**src/sv/sha1h_pkg.sv**
```systemverilog
package sha1h_pkg;

    localparam int ROUNDS  = 80;
    localparam int ROUND_W = 7;
    localparam int WORDS   = 5;

    typedef logic [31:0] t_word;
    typedef t_word [WORDS-1:0] t_chain;

    // h0 sits in the lowest slot
    localparam t_chain INIT_CHAIN = {
        32'hC3D2E1F0, 32'h10325476, 32'h98BADCFE, 32'hEFCDAB89, 32'h67452301
    };

    localparam t_word K_CH  = 32'h5A827999;
    localparam t_word K_PA0 = 32'h6ED9EBA1;
    localparam t_word K_MAJ = 32'h8F1BBCDC;
    localparam t_word K_PA1 = 32'hCA62C1D6;

    localparam logic [7:0] PAD_BYTE = 8'h80;

    typedef struct packed {
        logic               load;
        logic               step;
        logic               put_byte;
        logic [ROUND_W-1:0] round;
    } t_ctl;

    function automatic t_word sha1h_k(input logic [ROUND_W-1:0] round);
        t_word k;
        priority if (round < ROUND_W'(20)) begin
            k = K_CH;
        end else if (round < ROUND_W'(40)) begin
            k = K_PA0;
        end else if (round < ROUND_W'(60)) begin
            k = K_MAJ;
        end else begin
            k = K_PA1;
        end
        return k;
    endfunction

endpackage

```
**src/sv/sha1_hasher_core.sv**
```systemverilog
// sha-1 digest engine, one message byte per input beat
// input stream: tdata[7:0] message byte, tuser = byte present, tlast = end of
// message. a beat with tuser low and tlast high ends the message as is, so an
// empty message is allowed. a beat with neither flag does nothing.
// output stream: five beats per message, h0 first. tdata[31:0] digest word,
// tdata[34:32] word index, tdata[39:35] zero, tlast on h4.
// timing: a byte that neither completes a 64-byte block nor ends the message
// leaves tready high. a byte that completes a block starts the load, then 80
// rounds on the single round unit and a chaining add run before tready returns.
// at end of message the padding bytes go in at one per cycle while no block is
// compressed (up to 64, or up to 72 when the length spills into a second block);
// full blocks are compressed likewise; the five digest beats follow back to back.
// tready is low while a block is compressed, and from message end until the
// last digest beat is taken; a stalled output simply holds the current beat.
// after reset, and after the h4 beat, the chaining words hold the sha-1
// initial values and the byte count is zero: ready for a new message.
module sha1_hasher_core
    import sha1h_pkg::*;
(
    input  logic        i_clk,
    input  logic        i_rst_n,
    input  logic        s_axis_tvalid,
    output logic        s_axis_tready,
    input  logic [7:0]  s_axis_tdata,   // [7:0] data_byte
    input  logic        s_axis_tuser,   // [0] has_byte
    input  logic        s_axis_tlast,   // message_end
    output logic        m_axis_tvalid,
    input  logic        m_axis_tready,
    output logic [39:0] m_axis_tdata,   // [31:0] digest_word, [34:32] word_index
    output logic        m_axis_tlast    // last_word
);

    localparam logic [2:0] ST_IDLE  = 3'd0;
    localparam logic [2:0] ST_PAD   = 3'd1;
    localparam logic [2:0] ST_ROUND = 3'd2;
    localparam logic [2:0] ST_FINAL = 3'd3;
    localparam logic [2:0] ST_OUT   = 3'd4;

    localparam logic [2:0] IDX_LAST = 3'd4;
    localparam logic [5:0] FILL_LAST = 6'd63;
    localparam logic [5:0] FILL_LEN  = 6'd56;

    logic [2:0]         r_state;
    logic [2:0]         n_state;
    logic [5:0]         r_fill;
    logic [5:0]         n_fill;
    logic [60:0]        r_count;
    logic [60:0]        n_count;
    logic [63:0]        r_len;
    logic [63:0]        n_len;
    logic               r_end;
    logic               n_end;
    logic               r_pad_first;
    logic               n_pad_first;
    logic               r_len_phase;
    logic               n_len_phase;
    logic [ROUND_W-1:0] r_round;
    logic [ROUND_W-1:0] n_round;
    logic [2:0]         r_idx;
    logic [2:0]         n_idx;
    t_chain             r_chain;
    t_chain             n_chain;

    t_ctl               ctl;
    t_word              w;
    t_chain             st;
    logic [7:0]         put_val;
    logic               len_sel;
    logic               in_acc;
    logic               out_acc;
    t_word              out_word;

    assign in_acc  = s_axis_tvalid && s_axis_tready;
    assign out_acc = m_axis_tvalid && m_axis_tready;

    // length bytes start at lane 56 unless 0x80 itself landed on or past it
    assign len_sel = !r_pad_first && (r_len_phase || (r_fill == FILL_LEN));

    always_comb begin
        if (r_state == ST_PAD) begin
            if (r_pad_first) begin
                put_val = PAD_BYTE;
            end else if (len_sel) begin
                put_val = r_len[63:56];
            end else begin
                put_val = '0;
            end
        end else begin
            put_val = s_axis_tdata;
        end
    end

    always_comb begin
        n_state     = r_state;
        n_fill      = r_fill;
        n_count     = r_count;
        n_len       = r_len;
        n_end       = r_end;
        n_pad_first = r_pad_first;
        n_len_phase = r_len_phase;
        n_round     = r_round;
        n_idx       = r_idx;
        n_chain     = r_chain;
        ctl         = '0;
        ctl.round   = r_round;

        unique case (r_state)
            ST_IDLE: begin
                if (in_acc) begin
                    n_end = s_axis_tlast;
                    if (s_axis_tuser) begin
                        ctl.put_byte = 1'b1;
                        n_fill       = r_fill + 6'd1;
                        n_count      = r_count + 61'd1;
                    end
                    if (s_axis_tlast) begin
                        n_len       = {n_count, 3'b000};
                        n_pad_first = 1'b1;
                        n_len_phase = 1'b0;
                    end
                    if (s_axis_tuser && (r_fill == FILL_LAST)) begin
                        ctl.load = 1'b1;
                        n_round  = '0;
                        n_state  = ST_ROUND;
                    end else if (s_axis_tlast) begin
                        n_state = ST_PAD;
                    end
                end
            end
            ST_PAD: begin
                ctl.put_byte = 1'b1;
                n_fill       = r_fill + 6'd1;
                n_pad_first  = 1'b0;
                if (len_sel) begin
                    n_len       = {r_len[55:0], 8'h00};
                    n_len_phase = 1'b1;
                end
                if (r_fill == FILL_LAST) begin
                    ctl.load = 1'b1;
                    n_round  = '0;
                    n_state  = ST_ROUND;
                end
            end
            ST_ROUND: begin
                ctl.step = 1'b1;
                n_round  = r_round + ROUND_W'(1);
                if (r_round == ROUND_W'(ROUNDS - 1)) begin
                    n_state = ST_FINAL;
                end
            end
            ST_FINAL: begin
                for (int i = 0; i < WORDS; i++) begin
                    n_chain[i] = r_chain[i] + st[i];
                end
                priority if (r_end && r_len_phase) begin
                    n_idx   = '0;
                    n_state = ST_OUT;
                end else if (r_end) begin
                    n_state = ST_PAD;
                end else begin
                    n_state = ST_IDLE;
                end
            end
            ST_OUT: begin
                if (out_acc) begin
                    if (r_idx == IDX_LAST) begin
                        n_chain     = INIT_CHAIN;
                        n_count     = '0;
                        n_fill      = '0;
                        n_end       = 1'b0;
                        n_len_phase = 1'b0;
                        n_state     = ST_IDLE;
                    end else begin
                        n_idx = r_idx + 3'd1;
                    end
                end
            end
            default: begin
                n_state = ST_IDLE;
            end
        endcase
    end

    always_ff @(posedge i_clk) begin
        if (!i_rst_n) begin
            r_state     <= ST_IDLE;
            r_fill      <= '0;
            r_count     <= '0;
            r_end       <= 1'b0;
            r_pad_first <= 1'b0;
            r_len_phase <= 1'b0;
            r_round     <= '0;
            r_idx       <= '0;
            r_chain     <= INIT_CHAIN;
        end else begin
            r_state     <= n_state;
            r_fill      <= n_fill;
            r_count     <= n_count;
            r_end       <= n_end;
            r_pad_first <= n_pad_first;
            r_len_phase <= n_len_phase;
            r_round     <= n_round;
            r_idx       <= n_idx;
            r_chain     <= n_chain;
        end
    end

    always_ff @(posedge i_clk) begin
        r_len <= n_len;
    end

    sha1h_sched u_sched (
        .i_clk  (i_clk),
        .i_ctl  (ctl),
        .i_byte (put_val),
        .o_w    (w)
    );

    sha1h_round u_round (
        .i_clk   (i_clk),
        .i_ctl   (ctl),
        .i_chain (r_chain),
        .i_w     (w),
        .o_state (st)
    );

    always_comb begin
        unique case (r_idx)
            3'd0:    out_word = r_chain[0];
            3'd1:    out_word = r_chain[1];
            3'd2:    out_word = r_chain[2];
            3'd3:    out_word = r_chain[3];
            3'd4:    out_word = r_chain[4];
            default: out_word = '0;
        endcase
    end

    assign s_axis_tready = (r_state == ST_IDLE);
    assign m_axis_tvalid = (r_state == ST_OUT);
    assign m_axis_tdata  = {5'b00000, r_idx, out_word};
    assign m_axis_tlast  = (r_idx == IDX_LAST);

    a_no_overlap: assert property (@(posedge i_clk) disable iff (!i_rst_n)
        !(s_axis_tready && m_axis_tvalid))
        else $error("input and output channels active together");

    a_round_range: assert property (@(posedge i_clk) disable iff (!i_rst_n)
        (r_state == ST_ROUND) |-> (r_round < ROUND_W'(ROUNDS)))
        else $error("round counter out of range");

    a_block_full: assert property (@(posedge i_clk) disable iff (!i_rst_n)
        (r_state == ST_ROUND && $past(r_state) != ST_ROUND) |-> (r_fill == 6'd0))
        else $error("compression started on a partial block");

    a_idx_range: assert property (@(posedge i_clk) disable iff (!i_rst_n)
        (r_state == ST_OUT) |-> (r_idx <= IDX_LAST))
        else $error("digest word index out of range");

    a_out_entry: assert property (@(posedge i_clk) disable iff (!i_rst_n)
        (r_state == ST_OUT && $past(r_state) != ST_OUT) |->
        ($past(r_state) == ST_FINAL && r_len_phase && r_idx == 3'd0))
        else $error("digest output entered without final block");

endmodule

```
**src/sv/sha1h_sched.sv**
```systemverilog
module sha1h_sched
    import sha1h_pkg::*;
(
    input  logic       i_clk,
    input  t_ctl       i_ctl,
    input  logic [7:0] i_byte,
    output t_word      o_w
);

    logic [511:0] r_win;
    t_word        w0;
    t_word        w2;
    t_word        w8;
    t_word        w13;
    t_word        n_w;

    // word i of the window lives at bits [511-32*i -: 32]
    assign w0  = r_win[511:480];
    assign w2  = r_win[447:416];
    assign w8  = r_win[255:224];
    assign w13 = r_win[95:64];

    always_comb begin
        n_w = w13 ^ w8 ^ w2 ^ w0;
        n_w = {n_w[30:0], n_w[31]};
    end

    always_ff @(posedge i_clk) begin
        if (i_ctl.put_byte) begin
            r_win <= {r_win[503:0], i_byte};
        end else if (i_ctl.step) begin
            r_win <= {r_win[479:0], n_w};
        end
    end

    assign o_w = w0;

endmodule

```
**src/sv/sha1h_round.sv**
```systemverilog
module sha1h_round
    import sha1h_pkg::*;
(
    input  logic   i_clk,
    input  t_ctl   i_ctl,
    input  t_chain i_chain,
    input  t_word  i_w,
    output t_chain o_state
);

    t_chain r_st;
    t_word  a;
    t_word  b;
    t_word  c;
    t_word  d;
    t_word  e;
    t_word  f;
    t_word  n_a;

    assign a = r_st[0];
    assign b = r_st[1];
    assign c = r_st[2];
    assign d = r_st[3];
    assign e = r_st[4];

    always_comb begin
        priority if (i_ctl.round < ROUND_W'(20)) begin
            f = (b & c) | (~b & d);
        end else if (i_ctl.round < ROUND_W'(40)) begin
            f = b ^ c ^ d;
        end else if (i_ctl.round < ROUND_W'(60)) begin
            f = (b & c) | (b & d) | (c & d);
        end else begin
            f = b ^ c ^ d;
        end
        n_a = {a[26:0], a[31:27]} + f + e + sha1h_k(i_ctl.round) + i_w;
    end

    always_ff @(posedge i_clk) begin
        if (i_ctl.load) begin
            r_st <= i_chain;
        end else if (i_ctl.step) begin
            r_st <= {d, c, {b[1:0], b[31:2]}, a, n_a};
        end
    end

    assign o_state = r_st;

endmodule
```
**config.mk**
```make
export PLATFORM = sky130hd
export DESIGN_NAME = sha1_hasher_core
export DESIGN_NICKNAME = d
export VERILOG_FILES = /design/src/sv/sha1h_pkg.sv /design/src/sv/sha1_hasher_core.sv /design/src/sv/sha1h_sched.sv /design/src/sv/sha1h_round.sv
export SDC_FILE = /design/constraint.sdc
export NUM_CORES = 2
export LEC_CHECK = 0
export BUFFER_PORTS_ARGS = -buffer_cell sky130_fd_sc_hd__buf_4
export CELL_PAD_IN_SITES_DETAIL_PLACEMENT = 1
export CELL_PAD_IN_SITES_GLOBAL_PLACEMENT = 1
export CORE_ASPECT_RATIO = 0.8
export CORE_UTILIZATION = 50
export DETAILED_ROUTE_END_ITERATION = 10
export GPL_ROUTABILITY_DRIVEN = 0
export PLACE_DENSITY = 0.9
export SYNTH_ARGS = -nofsm -noshare
export SYNTH_HDL_FRONTEND = slang
export SYNTH_SLANG_ARGS = --single-unit
export TNS_END_PERCENT = 30
```
**constraint.sdc**
```tcl
create_clock -name i_clk -period 63.8 [get_ports i_clk]
set_input_delay 19.14 -clock i_clk [delete_from_list [all_inputs] [get_ports i_clk]]
set_output_delay 19.14 -clock i_clk [all_outputs]
set_load 0.005 [all_outputs]
```
==> impl_results.md <==
* Net count reported at finish at approximately 6300
* Pre-CTS WS at 40.16 ns
* Pin count of the biggest net entering global routing at approximately 230
* Clock transition at the registers of the reported paths at approximately 0.06 ns
* Worst setup margin at 40.71 ns
* DIE HEIGHT at 300 um
* Hold Path Class: register to register
* Sum Neg Setup Slack at 0 ns
* Hold_buf cts at 0
* Final worst clock skew at ~0.033 ns
* Crit path top cell by count: buf_4
* Crit end category: register
* Total power draw at 1.66 mW
* FF/Latch Area at 26900 um2
* Clk buf depth at 3
* Detailed Place HPWL at 122000 um
* Core ar. at 109000 um2
* Seq cells post-synth at 976
* Vias per inst at 6.18
* Crit-path cells: buf_4 -> a21oi_1 -> nor2_4 -> buf_4 -> nand2_4 -> o21ai_4 -> buf_4 -> buf_4 -> buf_4
* Global-route wire length before repair at between 200000 and 300000 um
* Area grow syn2layout at 8.58%
* Async S/R FF share, synth at 0%
* Rel. slew slack at 10.7%
* Routed Wire Length at 181000 um
* Classification of the worst setup path: input port to register
* Chip width at 374 um
* CTS buffer count at 100
* Synth unique cells at 94
* Initial Utilization at approximately half
* Maximum resistive drop on vdd at 0.0204 mV
* Clk root buf: clkbuf_16
* Leakage at 24.9 nW
* TritonCTS clock tree: done
* Post-CTS Setup Bufs at 0
* Post-synthesis cell count at slightly above 6000
* Initial DRC count at 4971
* Vias in the first global route at between 40000 and 50000
* Drt wl/cell at 24.2 um
* Area occupied by multi-input gates at 26600 um2
* Clk_lat worst skew at 0.72 ns
* Worst-path fanout max at 65
* Worst Max-Slew Pin Slew at 1.34 ns
* Ys flop type: edfxtp_1
* Max Cap Viol at 0
* Site Rows at 108
* Fillers at 12300
* Max incr delay on CP at 0.85 ns
* GRT overflow at 0
* Layout cells sized above 1 at under 10%
* Final min period at roughly 23 ns
* Vias at 46200
* Total GRT Usage at between 30% and 40%
* CP Launch Type: input port
* Post-Syn Area at 55300 um2
* Fin. max-slew vios at 0
* Endpoints failing hold at 0
* Synth warnings at 0
* Final setup viols at 0
* PD cells at between 20 and 30 nW/um2
* Part of the cycle the worst path needs at 36.2%
* WP data arrival at 23.42 ns
* Resized Gates After CTS at 0
* TritonCTS Sinks at 976
* Status: completed
* RSZ-0062 raised after global routing: no
* Antenna Nets Post-Route at 0
* WHS at 0.511 ns
* Die area at around 110000 um2
* Port Buffer Count at 51
* Mean area per synthesized cell at 9.14 um2
* Post-synth EDFFs at about 730
* Post-synthesis sequential area ratio at 48.6%
* Maximum clock rate at 43.3 MHz
* Drt pass-1 iters at 8
* H-tree depth at 3
* DRC Markers at 0
* Max stage delay cell, worst path: buf_4
* Initial antenna violation count at 2
* CP required at 64.14 ns
* I/O pins at between 50 and 60
[worst max-delay path: cells and delay by family]
kind	cells	cell delay [ns]
buffers and inverters	5	2.99
AND/OR/NAND/NOR	2	0.68
AO/OA/AOI/OAI	2	0.32
[cells by family (layout without fill, tap and decap cells)]
logic type | after synthesis | in the layout | synth area share, %
buffers and inverters | 522 | 506 | 3.59
and+or+nand+nor | 2829 | 2829 | 21.1
DFF | 976 | 976 | 48.6
xor gates and xnor gates | 335 | 335 | 5.30
adders and majority gates | 327 | 327 | 9.01
muxes | 35 | 35 | 0.633
other | 1 | 7 | 0.00678
AOI/OAI and AO/OA | 1029 | 1029 | 11.8
[path summary, 6_finish.rpt]
kind,endpoint,start,depth (start not counted),slack [ns]
setup / recovery,u_round.c[22],s_axis_tuser,9,40.71
hold / removal,r_chain[94],r_chain[94],2,0.51
hold reg to reg,r_chain[94],r_chain[94],2,0.51
setup reg to reg,u_round.a[31],r_round[5],24,56.09
[final cells by class]
class | count | area share, %
Inverter | 224 | 1.40
Antenna cell | 2 | 0.00833
Clock inverter | 48 | 0.735
Sequential cell | 976 | 44.7
Tap cell | 1430 | 2.98
Clock buffer | 136 | 4.59
Multi-Input combinational cell | 4560 | 44.3
Timing Repair Buffer | 98 | 1.29
[through the flow]
step                      utilization [%]  instances  instance area, um2
after global placement               52.2       7288               56900
after global routing                 55.1       7472               60100
after detailed placement             52.2       7288               56900
after floorplan                         -       6058               55400
final                                55.1       7474               60100
after CTS                            55.1       7472               60100
[registers in the layout, indices dropped and copies added (netlist names)]
name / cells
r_end: 1
u_sched.r_win: 512
r_count: 61
r_len: 61
u_round.d: 32
r_idx: 3
u_round.a: 32
u_round.c: 32
r_chain: 160
u_round.b: 32
r_len_phase: 1
u_round.e: 32
r_round: 7
r_fill: 6
r_pad_first: 1
r_state: 3
[report_power, final]
group / internal [mW] / switching, mW
sequential: 0.762 / 0.0406
clock: 0.325 / 0.271
combinational: 0.0902 / 0.175
total: 1.18 / 0.486
[synth_stat cells (28+ instances only)]
library cell  number  area (um2)
ha_1             208        2600
nand4_1           28         175
dfxtp_1          243        4860
nor3_1            63         315
fa_1             119        2380
a22oi_1          115         863
mux2i_1           35         350
nand2_1         2136        8020
xnor2_1          217        1900
edfxtp_1         733       22000
o22ai_1           49         307
and3_1            43         269
nand2b_1          33         206
a21oi_1          224        1120
clkbuf_1         277        1040
inv_1            223         837
nor2_1           229         860
o21ai_0          306        1530
nor2b_1          122         763
xor2_1           118        1030
and2_1            28         175
a21o_1            86         646
nand3_1           85         425
[placed cells by master (no fill, tap or decap), drive strengths merged, types with 118 or more instances in the layout]
cell type and instances:
nand2 2136, ha 208, o21ai 313, edfxtp 733
fa 119, nor2 232, dfxtp 243, xnor2 217
nor2b 122, xor2 118, a21oi 224, inv 228
clkbuf 136
[layer usage]
metal	global-route usage [%]	part of all wire (%)	vias up
met2	50.9	46	2138
met5	0	0.0072	-
met4	13.8	4.5	2
li1	-	-	20400
met1	41.8	40	23100
met3	7.30	9.3	549
No activity file was read; power rests on OpenSTA's default activity.
